`config.mk`:
```
export PLATFORM = sky130hd
export DESIGN_NAME = ccpp_ctrl
export DESIGN_NICKNAME = d
export VERILOG_FILES = /design/src/rtl/core/ccpp_pkg.sv /design/src/rtl/core/ccpp_ctrl.sv
export SDC_FILE = /design/constraint.sdc
export NUM_CORES = 1
export LEC_CHECK = 0
export BUFFER_PORTS_ARGS = -buffer_cell sky130_fd_sc_hd__buf_2
export CORE_MARGIN = 2
export CORE_UTILIZATION = 51
export DETAILED_ROUTE_END_ITERATION = 8
export PLACE_DENSITY = 0.78
export SLEW_MARGIN = 25
export SYNTH_ARGS = -nofsm -noshare
export SYNTH_HDL_FRONTEND = slang
export SYNTH_SLANG_ARGS = --single-unit
```
`constraint.sdc`:
```
create_clock -name i_clk -period 1.92 [get_ports i_clk]
set_input_delay 0.096 -clock i_clk [delete_from_list [all_inputs] [get_ports i_clk]]
set_output_delay 0.096 -clock i_clk [all_outputs]
set_load 0.01 [all_outputs]
```
`src/rtl/core/ccpp_pkg.sv`:
```
// package for the cubic curve point projection core
// holds defaults, command and status types and small helpers
// no dependencies
`timescale 1ns / 1ps

package ccpp_pkg;

    // default parameter values
    localparam int FRAC_BITS_DEF  = 16;
    localparam int MAX_PASSES_DEF = 100;

    // configuration register indexes
    localparam logic [2:0] CFG_COEF_CONST  = 3'd0;
    localparam logic [2:0] CFG_COEF_LINEAR = 3'd1;
    localparam logic [2:0] CFG_COEF_SQUARE = 3'd2;
    localparam logic [2:0] CFG_COEF_CUBE   = 3'd3;
    localparam logic [2:0] CFG_TOLERANCE   = 3'd4;
    localparam logic [2:0] CFG_SEARCH_LOW  = 3'd5;
    localparam logic [2:0] CFG_SEARCH_HIGH = 3'd6;

    // dot product pairs
    localparam logic [1:0] P_A = 2'd0;  // start vector . mid-to-start chord
    localparam logic [1:0] P_B = 2'd1;  // mid vector . mid-to-start chord
    localparam logic [1:0] P_C = 2'd2;  // end vector . end-to-mid chord
    localparam logic [1:0] P_D = 2'd3;  // mid vector . end-to-mid chord

    // sign product pairs
    localparam logic [1:0] SP_AB = 2'd0;
    localparam logic [1:0] SP_DC = 2'd1;
    localparam logic [1:0] SP_AC = 2'd2;

    // last horner stage uses the 24 bit coefficient shift
    localparam logic [1:0] HORNER_LAST = 2'd2;

    typedef enum logic [3:0] {
        ST_IDLE, ST_TOL, ST_CV_HI, ST_CV_LO, ST_CV_FIN, ST_YS, ST_VI, ST_IDOT,
        ST_BRK, ST_RESY, ST_MID, ST_VP, ST_PDOT, ST_OUT
    } t_state;

    typedef enum logic [2:0] {
        M_NONE, M_TOL, M_HI, M_LO, M_DOT, M_SGN, M_SQ
    } t_mul_op;

    typedef enum logic [4:0] {
        A_NOP, A_LOAD, A_TOL_XS, A_SAVE_PH, A_HORNER, A_YS_XE, A_VEC_INIT, A_ACC,
        A_DOT, A_SGN, A_SQ0, A_PX, A_RES_Y, A_MID, A_VEC_PASS, A_DECIDE, A_PUSH
    } t_act;

    typedef struct packed {
        t_mul_op    mul_op;
        logic [1:0] mpair;
        logic       comp;
        t_act       act;
        logic [1:0] apair;
        logic [1:0] stage;
    } t_cmd;

    typedef struct packed {
        logic bracket;
        logic stop;
        logic out_free;
    } t_status;

    // saturating 32 bit difference
    function automatic logic signed [31:0] diff32(input logic signed [31:0] a,
                                                  input logic signed [31:0] b);
        logic signed [32:0] d;
        d = 33'(a) - 33'(b);
        if (d > 33'sd2147483647)
            diff32 = 32'sh7fff_ffff;
        else if (d < -33'sd2147483648)
            diff32 = 32'sh8000_0000;
        else
            diff32 = d[31:0];
    endfunction

    // magnitude of a signed 32 bit value
    function automatic logic [31:0] abs32(input logic signed [31:0] a);
        abs32 = a[31] ? (~a + 32'd1) : a;
    endfunction

endpackage

```
`src/rtl/core/ccpp_ctrl.sv`:
```
// sequencer for the cubic curve point projection core
// issues one command per cycle to the datapath; uses ccpp_pkg
`timescale 1ns / 1ps

module ccpp_ctrl import ccpp_pkg::*; (
    input  logic    i_clk,
    input  logic    i_rst_n,
    input  logic    i_in_valid,
    output logic    o_in_stall,
    input  t_status i_status,
    output t_cmd    o_cmd
);

    t_state     r_state, n_state;
    t_state     r_ret, n_ret;
    logic [1:0] r_stage, n_stage;
    logic [3:0] r_step, n_step;

    // state registers
    always_ff @(posedge i_clk) begin
        if (!i_rst_n) begin
            r_state <= ST_IDLE;
            r_ret   <= ST_IDLE;
            r_stage <= '0;
            r_step  <= '0;
        end else begin
            r_state <= n_state;
            r_ret   <= n_ret;
            r_stage <= n_stage;
            r_step  <= n_step;
        end
    end

    assign o_in_stall = (r_state != ST_IDLE);

    // next state and commands
    always_comb begin
        n_state = r_state;
        n_ret   = r_ret;
        n_stage = r_stage;
        n_step  = r_step;
        o_cmd   = '{mul_op: M_NONE, mpair: P_A, comp: 1'b0, act: A_NOP,
                    apair: P_A, stage: r_stage};
        unique case (r_state)
            ST_IDLE: begin
                if (i_in_valid) begin
                    o_cmd.act    = A_LOAD;
                    o_cmd.mul_op = M_TOL;
                    n_state      = ST_TOL;
                end
            end
            ST_TOL: begin
                o_cmd.act = A_TOL_XS;
                n_stage   = '0;
                n_ret     = ST_YS;
                n_state   = ST_CV_HI;
            end
            ST_CV_HI: begin
                o_cmd.mul_op = M_HI;
                n_state      = ST_CV_LO;
            end
            ST_CV_LO: begin
                o_cmd.mul_op = M_LO;
                o_cmd.act    = A_SAVE_PH;
                n_state      = ST_CV_FIN;
            end
            ST_CV_FIN: begin
                o_cmd.act = A_HORNER;
                if (r_stage == HORNER_LAST) begin
                    n_stage = '0;
                    n_state = r_ret;
                end else begin
                    n_stage = r_stage + 2'd1;
                    n_state = ST_CV_HI;
                end
            end
            ST_YS: begin
                o_cmd.act = A_YS_XE;
                n_ret     = ST_VI;
                n_state   = ST_CV_HI;
            end
            ST_VI: begin
                o_cmd.act = A_VEC_INIT;
                n_step    = '0;
                n_state   = ST_IDOT;
            end
            ST_IDOT: begin
                n_step = r_step + 4'd1;
                unique case (r_step)
                    4'd0: begin
                        o_cmd.mul_op = M_DOT; o_cmd.mpair = P_A;
                    end
                    4'd1: begin
                        o_cmd.mul_op = M_DOT; o_cmd.mpair = P_A; o_cmd.comp = 1'b1;
                        o_cmd.act = A_ACC;
                    end
                    4'd2: begin
                        o_cmd.mul_op = M_DOT; o_cmd.mpair = P_C;
                        o_cmd.act = A_DOT; o_cmd.apair = P_A;
                    end
                    4'd3: begin
                        o_cmd.mul_op = M_DOT; o_cmd.mpair = P_C; o_cmd.comp = 1'b1;
                        o_cmd.act = A_ACC;
                    end
                    4'd4: begin
                        o_cmd.act = A_DOT; o_cmd.apair = P_C;
                    end
                    4'd5: begin
                        o_cmd.mul_op = M_SGN; o_cmd.mpair = SP_AC;
                    end
                    4'd6: begin
                        o_cmd.act = A_SGN; o_cmd.apair = SP_AC;
                        n_state = ST_BRK;
                    end
                    default: n_state = ST_BRK;
                endcase
            end
            ST_BRK: begin
                if (i_status.bracket) begin
                    n_state = ST_MID;
                end else begin
                    o_cmd.act = A_PX;
                    n_ret     = ST_RESY;
                    n_state   = ST_CV_HI;
                end
            end
            ST_RESY: begin
                o_cmd.act = A_RES_Y;
                n_state   = ST_OUT;
            end
            ST_MID: begin
                o_cmd.act = A_MID;
                n_ret     = ST_VP;
                n_state   = ST_CV_HI;
            end
            ST_VP: begin
                o_cmd.act = A_VEC_PASS;
                n_step    = '0;
                n_state   = ST_PDOT;
            end
            ST_PDOT: begin
                n_step = r_step + 4'd1;
                unique case (r_step)
                    4'd0: begin
                        o_cmd.mul_op = M_DOT; o_cmd.mpair = P_A;
                    end
                    4'd1: begin
                        o_cmd.mul_op = M_DOT; o_cmd.mpair = P_A; o_cmd.comp = 1'b1;
                        o_cmd.act = A_ACC;
                    end
                    4'd2: begin
                        o_cmd.mul_op = M_DOT; o_cmd.mpair = P_B;
                        o_cmd.act = A_DOT; o_cmd.apair = P_A;
                    end
                    4'd3: begin
                        o_cmd.mul_op = M_DOT; o_cmd.mpair = P_B; o_cmd.comp = 1'b1;
                        o_cmd.act = A_ACC;
                    end
                    4'd4: begin
                        o_cmd.mul_op = M_DOT; o_cmd.mpair = P_C;
                        o_cmd.act = A_DOT; o_cmd.apair = P_B;
                    end
                    4'd5: begin
                        o_cmd.mul_op = M_DOT; o_cmd.mpair = P_C; o_cmd.comp = 1'b1;
                        o_cmd.act = A_ACC;
                    end
                    4'd6: begin
                        o_cmd.mul_op = M_DOT; o_cmd.mpair = P_D;
                        o_cmd.act = A_DOT; o_cmd.apair = P_C;
                    end
                    4'd7: begin
                        o_cmd.mul_op = M_DOT; o_cmd.mpair = P_D; o_cmd.comp = 1'b1;
                        o_cmd.act = A_ACC;
                    end
                    4'd8: begin
                        o_cmd.mul_op = M_SGN; o_cmd.mpair = SP_AB;
                        o_cmd.act = A_DOT; o_cmd.apair = P_D;
                    end
                    4'd9: begin
                        o_cmd.mul_op = M_SGN; o_cmd.mpair = SP_DC;
                        o_cmd.act = A_SGN; o_cmd.apair = SP_AB;
                    end
                    4'd10: begin
                        o_cmd.mul_op = M_SQ;
                        o_cmd.act = A_SGN; o_cmd.apair = SP_DC;
                    end
                    4'd11: begin
                        o_cmd.mul_op = M_SQ; o_cmd.comp = 1'b1;
                        o_cmd.act = A_SQ0;
                    end
                    4'd12: begin
                        o_cmd.act = A_DECIDE;
                        n_state = i_status.stop ? ST_OUT : ST_MID;
                    end
                    default: n_state = ST_MID;
                endcase
            end
            ST_OUT: begin
                if (i_status.out_free) begin
                    o_cmd.act = A_PUSH;
                    n_state   = ST_IDLE;
                end
            end
            default: n_state = ST_IDLE;
        endcase
    end

`ifndef SYNTHESIS
    // an accepted beat locks the input side out on the next cycle
    a_accept_locks: assert property (@(posedge i_clk) disable iff (!i_rst_n)
        (i_in_valid && !o_in_stall) |=> o_in_stall)
        else $error("input not locked after accept");

    // horner stage never passes the last stage
    a_stage_range: assert property (@(posedge i_clk) disable iff (!i_rst_n)
        r_stage != 2'd3)
        else $error("horner stage out of range");

    // a pass sequence never runs past its decision step
    a_step_range: assert property (@(posedge i_clk) disable iff (!i_rst_n)
        (r_state == ST_PDOT) |-> (r_step <= 4'd12))
        else $error("pass step out of range");

    // the result push only happens with room at the output
    a_push_room: assert property (@(posedge i_clk) disable iff (!i_rst_n)
        (o_cmd.act == A_PUSH) |-> i_status.out_free)
        else $error("push without room");
`endif

endmodule

```
==> metrics, run 1 <==
vias in the first global route 1,483; overall power after layout 1.54 mW; Crit Path Category flip-flop to output pin; clock tree buffer depth 2; register area share after synthesis 20.0%; # hold bufs at CTS 0; Final Hold Vio Count 0; most frequent cells in the layout nor2_1, buf_2, buf_4; Die Y 56.4 um; commonest non-fill, non-tap cell in the layout nor2_1; Worst R2R Setup Slack 0.10 ns; FMAX 520 MHz; Max H-tree Level 1; antenna-violating nets left 0; clk root buf clkbuf_4; top post-synthesis cells by area dfxtp_1, nor2_1, o21ai_0; Hold Path Stages 2; WP data required 1.82 ns; pwr dens 880 mW/mm2; # DRC 0; critical-path cell list inv_4 > ha_4 > buf_6 > nand2b_1 > a2111oi_2 > o21ai_1 > o2111ai_1 > buf_2; distinct cell type count of the synthesized netlist 57; I/O Buffers 21; Post-synth ARST share 0%; dpl hpwl 3.10 mm; GRT Util Overall 26.8%; crit-path max FO 7; final worst slack -0.00217 ns; drt pass-1 iters 5; Nets 241; Syn Inst Count 201; Synth top area share 20.0%; largest net degree at the start of global routing 19; fin crit period 1.92 ns; flops & latches, synth 14; Worst-Skew Late Latency 0.28 ns; Final Slew Violations 0; Die Wd 56.4 um; largest stage delay on the critical path 0.38 ns; Worst Hold Class input pin to flip-flop; Avg WL per Cell 16.4 um; worst r2r src r_step[1]$_SDFFE_PN0P_; Fillers 221; LEAKAGE 0.663 nW; Avg Vias per Cell 6.78; CTS clock-pin slew for the worst setup and hold paths 0.08 ns; number of max-cap violations 0; initial antenna violation count 0; unrepaired setup endpoints after global routing yes; Post-Syn Area 0.00140 mm2; Core Area 0.00254 mm2; via count 1,756; syn avg cell area 6.97 um2; post-route cell area 0.00175 mm2; total inserted antenna cells 0; area of the multi-input gates 0.00108 mm2; critical path arrival 1.83 ns; Initial Util 55.0%; first-pass GRT wire length 6.91 mm; Layout Skew 0.00151 ns; Routed WL 4.24 mm; CTS Buf Count 3; Sink Count 14; pre-CTS setup slack 0.0354 ns; Area after DPL 0.00160 mm2; Synthesis Warnings 0; syn_nets 211; Final Wtd Congestion 0.975; CP startpoint kind flip-flop; violated checks negative setup slack; die area 0.00318 mm2; Worst Hold Launch i_rst_n; cell row count 18; CTS tree done; worst-margin pin slew 0.548 ns; Tcrit/Tclk final 100%; run status finished, violations left; total gr overflow 0; accumulated negative setup slack -0.00217 ns; Reg area 299 um2; CP Capture Type output pin; Crit Reg-Reg Endpoint r_state[3]$_SDFFE_PN0P_; R2R depth 7; Worst slew margin 62.6%; Boundary Pins 22; DRT iter0 DRCs 169; final setup violation count 1; number of synthesized flops with an enable pin 0; slowest CP cell dfxtp_4; Area Overhead vs Synth 25.1%; VDD IR-drop max 0.954 mV; largest area contributor in the netlist dfxtp_1; Synth Flop Type dfxtp_1; share of cells above drive strength 1 30.6%; Worst Hold Endpoint r_ret[0]$_SDFFE_PN0P_
[metal layers]
layer	share of wire (%)	up-vias	track usage [%]
li1	-	821	-
met1	42	818	38.8
met2	46	103	40.0
met3	9.8	14	3.23
met4	2.2	0	10.5
met5	0	-	0
[sequential cells by signal (all words and copies together) (netlist names)]
register,cells
r_ret,4
r_stage,2
r_step,4
r_state,4
[through the flow]
stage	utilization, %	hold slack [ns]	std cells
floorplan	-	0.227	201
global placement	62.7	0.399	253
detailed placement	62.7	0.403	253
CTS	65.4	0.105	257
global route	68.8	0.121	259
finish	68.8	0.109	259
[synth_stat cells (2+ instances only)]
library cell / instances
nor2_1: 26
nand2_1: 15
o21ai_0: 15
dfxtp_1: 14
a21oi_1: 13
nand3_1: 10
buf_2: 9
inv_1: 9
nand2b_1: 7
nor3_1: 6
a211oi_1: 4
a31oi_1: 4
clkbuf_1: 4
ha_1: 4
nand3b_1: 4
a22oi_1: 3
a32oi_1: 3
nand4_1: 3
a2111oi_0: 2
a32o_1: 2
and2_1: 2
buf_1: 2
nand4b_1: 2
o221ai_1: 2
o311a_1: 2
o311ai_0: 2
or4_1: 2
[kinds of logic (layout without fill, tap and decap cells)]
family | after synthesis | after routing | synth area share [%]
and+or+nand+nor | 86 | 86 | 32.2
AOI/OAI and AO/OA | 68 | 68 | 34.6
buffers and inverters | 27 | 55 | 8.31
DFF | 14 | 14 | 20.0
adders and majority gates | 4 | 4 | 3.57
xor gates and xnor gates | 1 | 1 | 0.626
muxes | 1 | 1 | 0.715
[area by class of cell]
class                      count  share of cell area [%]
timing repair buffer          41                    15.2
tap                           30                    2.14
inverter                      11                    2.50
sequential                    14                    17.1
multi-input combinational    160                    61.8
clock buffer                   3                    1.29
[timing repair]
| action | CTS | global route |
|---|---|---|
| endpoints found under the setup margin | 9 | 8 |
| pin swaps | 1 | 2 |
| resized for setup | 15 | 20 |
| buffers inserted | 1 | 2 |
[worst max-delay path: cells and delay by family, from the launching register on]
kind	cells	cell delay [ns]
AO/OA/AOI/OAI	3	0.56
adder cells (fa/ha/maj)	1	0.15
buffers and inverters	3	0.37
flip-flops	1	0.38
AND/OR/NAND/NOR	1	0.08
[worst max path at each step]
stage                                start                 endpoint  slack, ns
global route        r_step[0]$_SDFFE_PN0P_                 o_cmd[7]      -0.08
CTS                 r_step[1]$_SDFFE_PN0P_                 o_cmd[7]      -0.03
global placement    r_step[1]$_SDFFE_PN0P_  r_state[3]$_SDFFE_PN0P_       0.11
floorplan           r_step[0]$_SDFFE_PN0P_  r_state[3]$_SDFFE_PN0P_       0.04
finish              r_step[0]$_SDFFE_PN0P_                 o_cmd[7]     -0.002
detailed placement  r_step[1]$_SDFFE_PN0P_  r_state[3]$_SDFFE_PN0P_       0.04
[where the power goes]
part / total, mW / leakage (nW) / internal, mW / switching (mW)
clock: 0.167 / 0.0138 / 0.0728 / 0.0939
sequential: 0.461 / 0.118 / 0.354 / 0.106
combinational: 0.913 / 0.531 / 0.390 / 0.523
total: 1.54 / 0.663 / 0.817 / 0.724
No activity file was read; power rests on OpenSTA's default activity.
==> run 2: changes to the inputs <==
- ABC_AREA: not set -> 1
- CORE_UTILIZATION: 51 -> 25
- PLACE_DENSITY: 0.78 -> 0.45
==> run 2 against run 1 <==
The flow now finishes without violations. Sequential cell count did not move. Combinational power rose by 6.9%. Area after synthesis down 4.5%. Clock skew increased by 0.0014 ns. Count of clock-buffer cells in the layout did not move. Fmax up 6.2%. Worst hold slack improved by 0.039 ns. Critical path depth is 1 lower. Die area grew 87%. Cell count grew 26%. Largest power group unchanged.
==> metrics, run 2 <==
run status finished, final reports clean; R2R depth 10; slowest CP cell dfxtp_2; worst r2r src r_step[0]$_SDFFE_PN0P_; Sink Count 14; number of max-cap violations 0; FMAX 552 MHz; LEAKAGE 0.793 nW; Synth Flop Type dfxtp_1; Final Hold Vio Count 0; Die Wd 77.1 um; Crit Reg-Reg Endpoint r_state[0]$_SDFFE_PN0P_; I/O Buffers 21; CTS clock-pin slew for the worst setup and hold paths 0.06 ns; Worst slew margin 77.2%; Post-synth ARST share 0%; Layout Skew 0.00292 ns; GRT Util Overall 13.7%; vias in the first global route 1,381; Hold Slack 0.147 ns; Psw 0.834 mW; sequential share of power 28.4%; largest net degree at the start of global routing 9; initial antenna violation count 0; via count 1,538; worst-margin pin slew 0.341 ns; clock tree buffer depth 2; share of cells above drive strength 1 24.9%; post-route non-filler standard cell count 327; dpl hpwl 3.36 mm; Initial Util 26.0%; first-pass GRT wire length 6.51 mm; register area share after synthesis 21.0%; top post-synthesis cells by area dfxtp_1, nand2_1, nor2_1; Fillers 615; cell internal pwr 0.866 mW; WP data required 1.82 ns; total gr overflow 0; Tcrit/Tclk final 94.3%; Top Registers r_ret (4), r_state (4), r_step (4); pre-CTS setup slack 0.00799 ns; CTS Buf Count 3; # DRC 0; Boundary Pins 22; flops & latches, synth 14; # hold bufs at CTS 0; DRT iter0 DRCs 111; critical path launch point r_state[2]$_SDFFE_PN0P_; Final Slew Violations 0; Syn Inst Count 234; total inserted antenna cells 0; final worst slack 0.110 ns; crit-path max FO 6; clk root buf clkbuf_8; Avg Vias per Cell 4.70; Worst R2R Setup Slack 0.26 ns; Die Y 77.1 um; syn_nets 244; Area Overhead vs Synth 19.6%; Crit Path Category flip-flop to output pin; Worst-Skew Late Latency 0.24 ns; Sw Share 49.1%; syn avg cell area 5.72 um2; CP Capture Type output pin; Core Area 0.00514 mm2; distinct cell type count of the synthesized netlist 30; CP startpoint kind flip-flop; Max H-tree Level 1; Routed WL 4.10 mm; combinational share of power 57.4%; fin crit period 1.81 ns; commonest non-fill, non-tap cell in the layout nand2_1; largest area contributor in the netlist dfxtp_1; Final Wtd Congestion 0.883; final setup violation count 0; Synth top area share 21.0%; synth cell count leaders nand2_1, nor2_1, inv_1, o21ai_0, nand3_1; die area 0.00595 mm2; drt pass-1 iters 4; most frequent cells in the layout nand2_1, nor2_1, inv_1; Avg WL per Cell 12.6 um; Synthesis Warnings 0; Critical Path Sink o_cmd[4]; Worst Hold Class input pin to flip-flop; VDD IR-drop max 0.461 mV; pwr dens 1060 mW/mm2; number of synthesized flops with an enable pin 0; Nets 269; critical-path cell list nand2_1 > nor2_4 > inv_2 > nor2_1 > a31oi_1 > nand4_1 > buf_2; unrepaired setup endpoints after global routing yes; clock share of power 14.2%; CTS tree done; critical path arrival 1.71 ns; placed cell count 323; cell row count 26; most frequent cell after synthesis nand2_1; antenna-violating nets left 0; largest stage delay on the critical path 0.42 ns; Post-Syn Area 0.00134 mm2
run 2: changes by cell type after synthesis, sizes merged, moves of 7 or more:
| cell | change |
|---|---|
| o21ai | +8 |
| inv | +23 |
| nand2 | +47 |
| nor2 | +14 |
| nand3 | +8 |
| buf | -8 |
| nand2b | -7 |
run 2: power groups by stage:
stage	sequential, mW	combinational (mW)	clock (mW)
after global routing	0.491	1.11	0.260
after global placement	0.473	0.978	0
after detailed placement	0.469	0.958	0
after CTS	0.463	0.972	0.245
after floorplan	0.433	0.718	0
final	0.482	0.976	0.241
run 2: area by class of cell:
class	count	area, um2	area share [%]
well taps	70	87.6	5.47
multi-input cells	182	928	58.0
inverters	34	128	7.97
flip-flops and latches	14	288	18.0
repair buffers	24	128	7.97
clock buffers	3	41.3	2.58
run 2: per-layer routing:
metal | share of wire [%] | up-vias | wire length [um] | GRT usage, %
li1 | - | 799 | - | -
met1 | 49 | 687 | 2000 | 19.2
met2 | 44 | 44 | 1790 | 20.8
met3 | 5.0 | 8 | 207 | 2.24
met4 | 2.7 | 0 | 110 | 5.71
met5 | 0 | - | 0 | 0
run 2: cells by family (layout without fill, tap and decap cells):
| kind of cell | count (synthesis) | after routing | share of synthesized area [%] |
|---|---|---|---|
| buffers and inverters | 38 | 61 | 11.9 |
| flip-flops | 14 | 14 | 21.0 |
| AND/OR/NAND/NOR | 135 | 135 | 45.3 |
| adder cells (fa/ha/maj) | 4 | 4 | 3.74 |
| XOR/XNOR | 1 | 1 | 0.655 |
| AO/OA/AOI/OAI | 42 | 42 | 17.5 |
run 2: worst min path at each step:
stage,from,end,slack (ns),cells after the start
after floorplan,i_rst_n,r_state[0]$_SDFFE_PN0P_,0.22,2
after global placement,i_rst_n,r_state[3]$_SDFFE_PN0P_,0.43,3
after detailed placement,i_rst_n,r_state[1]$_SDFFE_PN0P_,0.42,3
after CTS,i_rst_n,r_state[1]$_SDFFE_PN0P_,0.16,3
after global routing,i_rst_n,r_state[1]$_SDFFE_PN0P_,0.16,3
final,i_rst_n,r_state[1]$_SDFFE_PN0P_,0.15,3
run 2: metrics by stage:
stage	power (mW)	instance area [um2]	TNS [ns]	util, %
5_1_grt	1.86	1600	-0.000230	31.1
3_3_place_gp	1.45	1510	-0.0414	29.5
2_1_floorplan	1.15	1340	0	-
3_5_place_dp	1.43	1510	0	29.5
4_1_cts	1.68	1570	0	30.6
6_report	1.70	1600	0	31.1
run 2: worst max-delay path: cells and delay by family, from the launching register on:
kind	cells	cell delay [ns]
simple gates	4	0.73
compound gates	1	0.07
buf+inv	2	0.23
flops	1	0.42
run 2: repair_timing:
action,in CTS,in global routing
pin swaps,1,0
setup endpoints to repair,5,12
resized for setup,5,13
buffers inserted,1,0
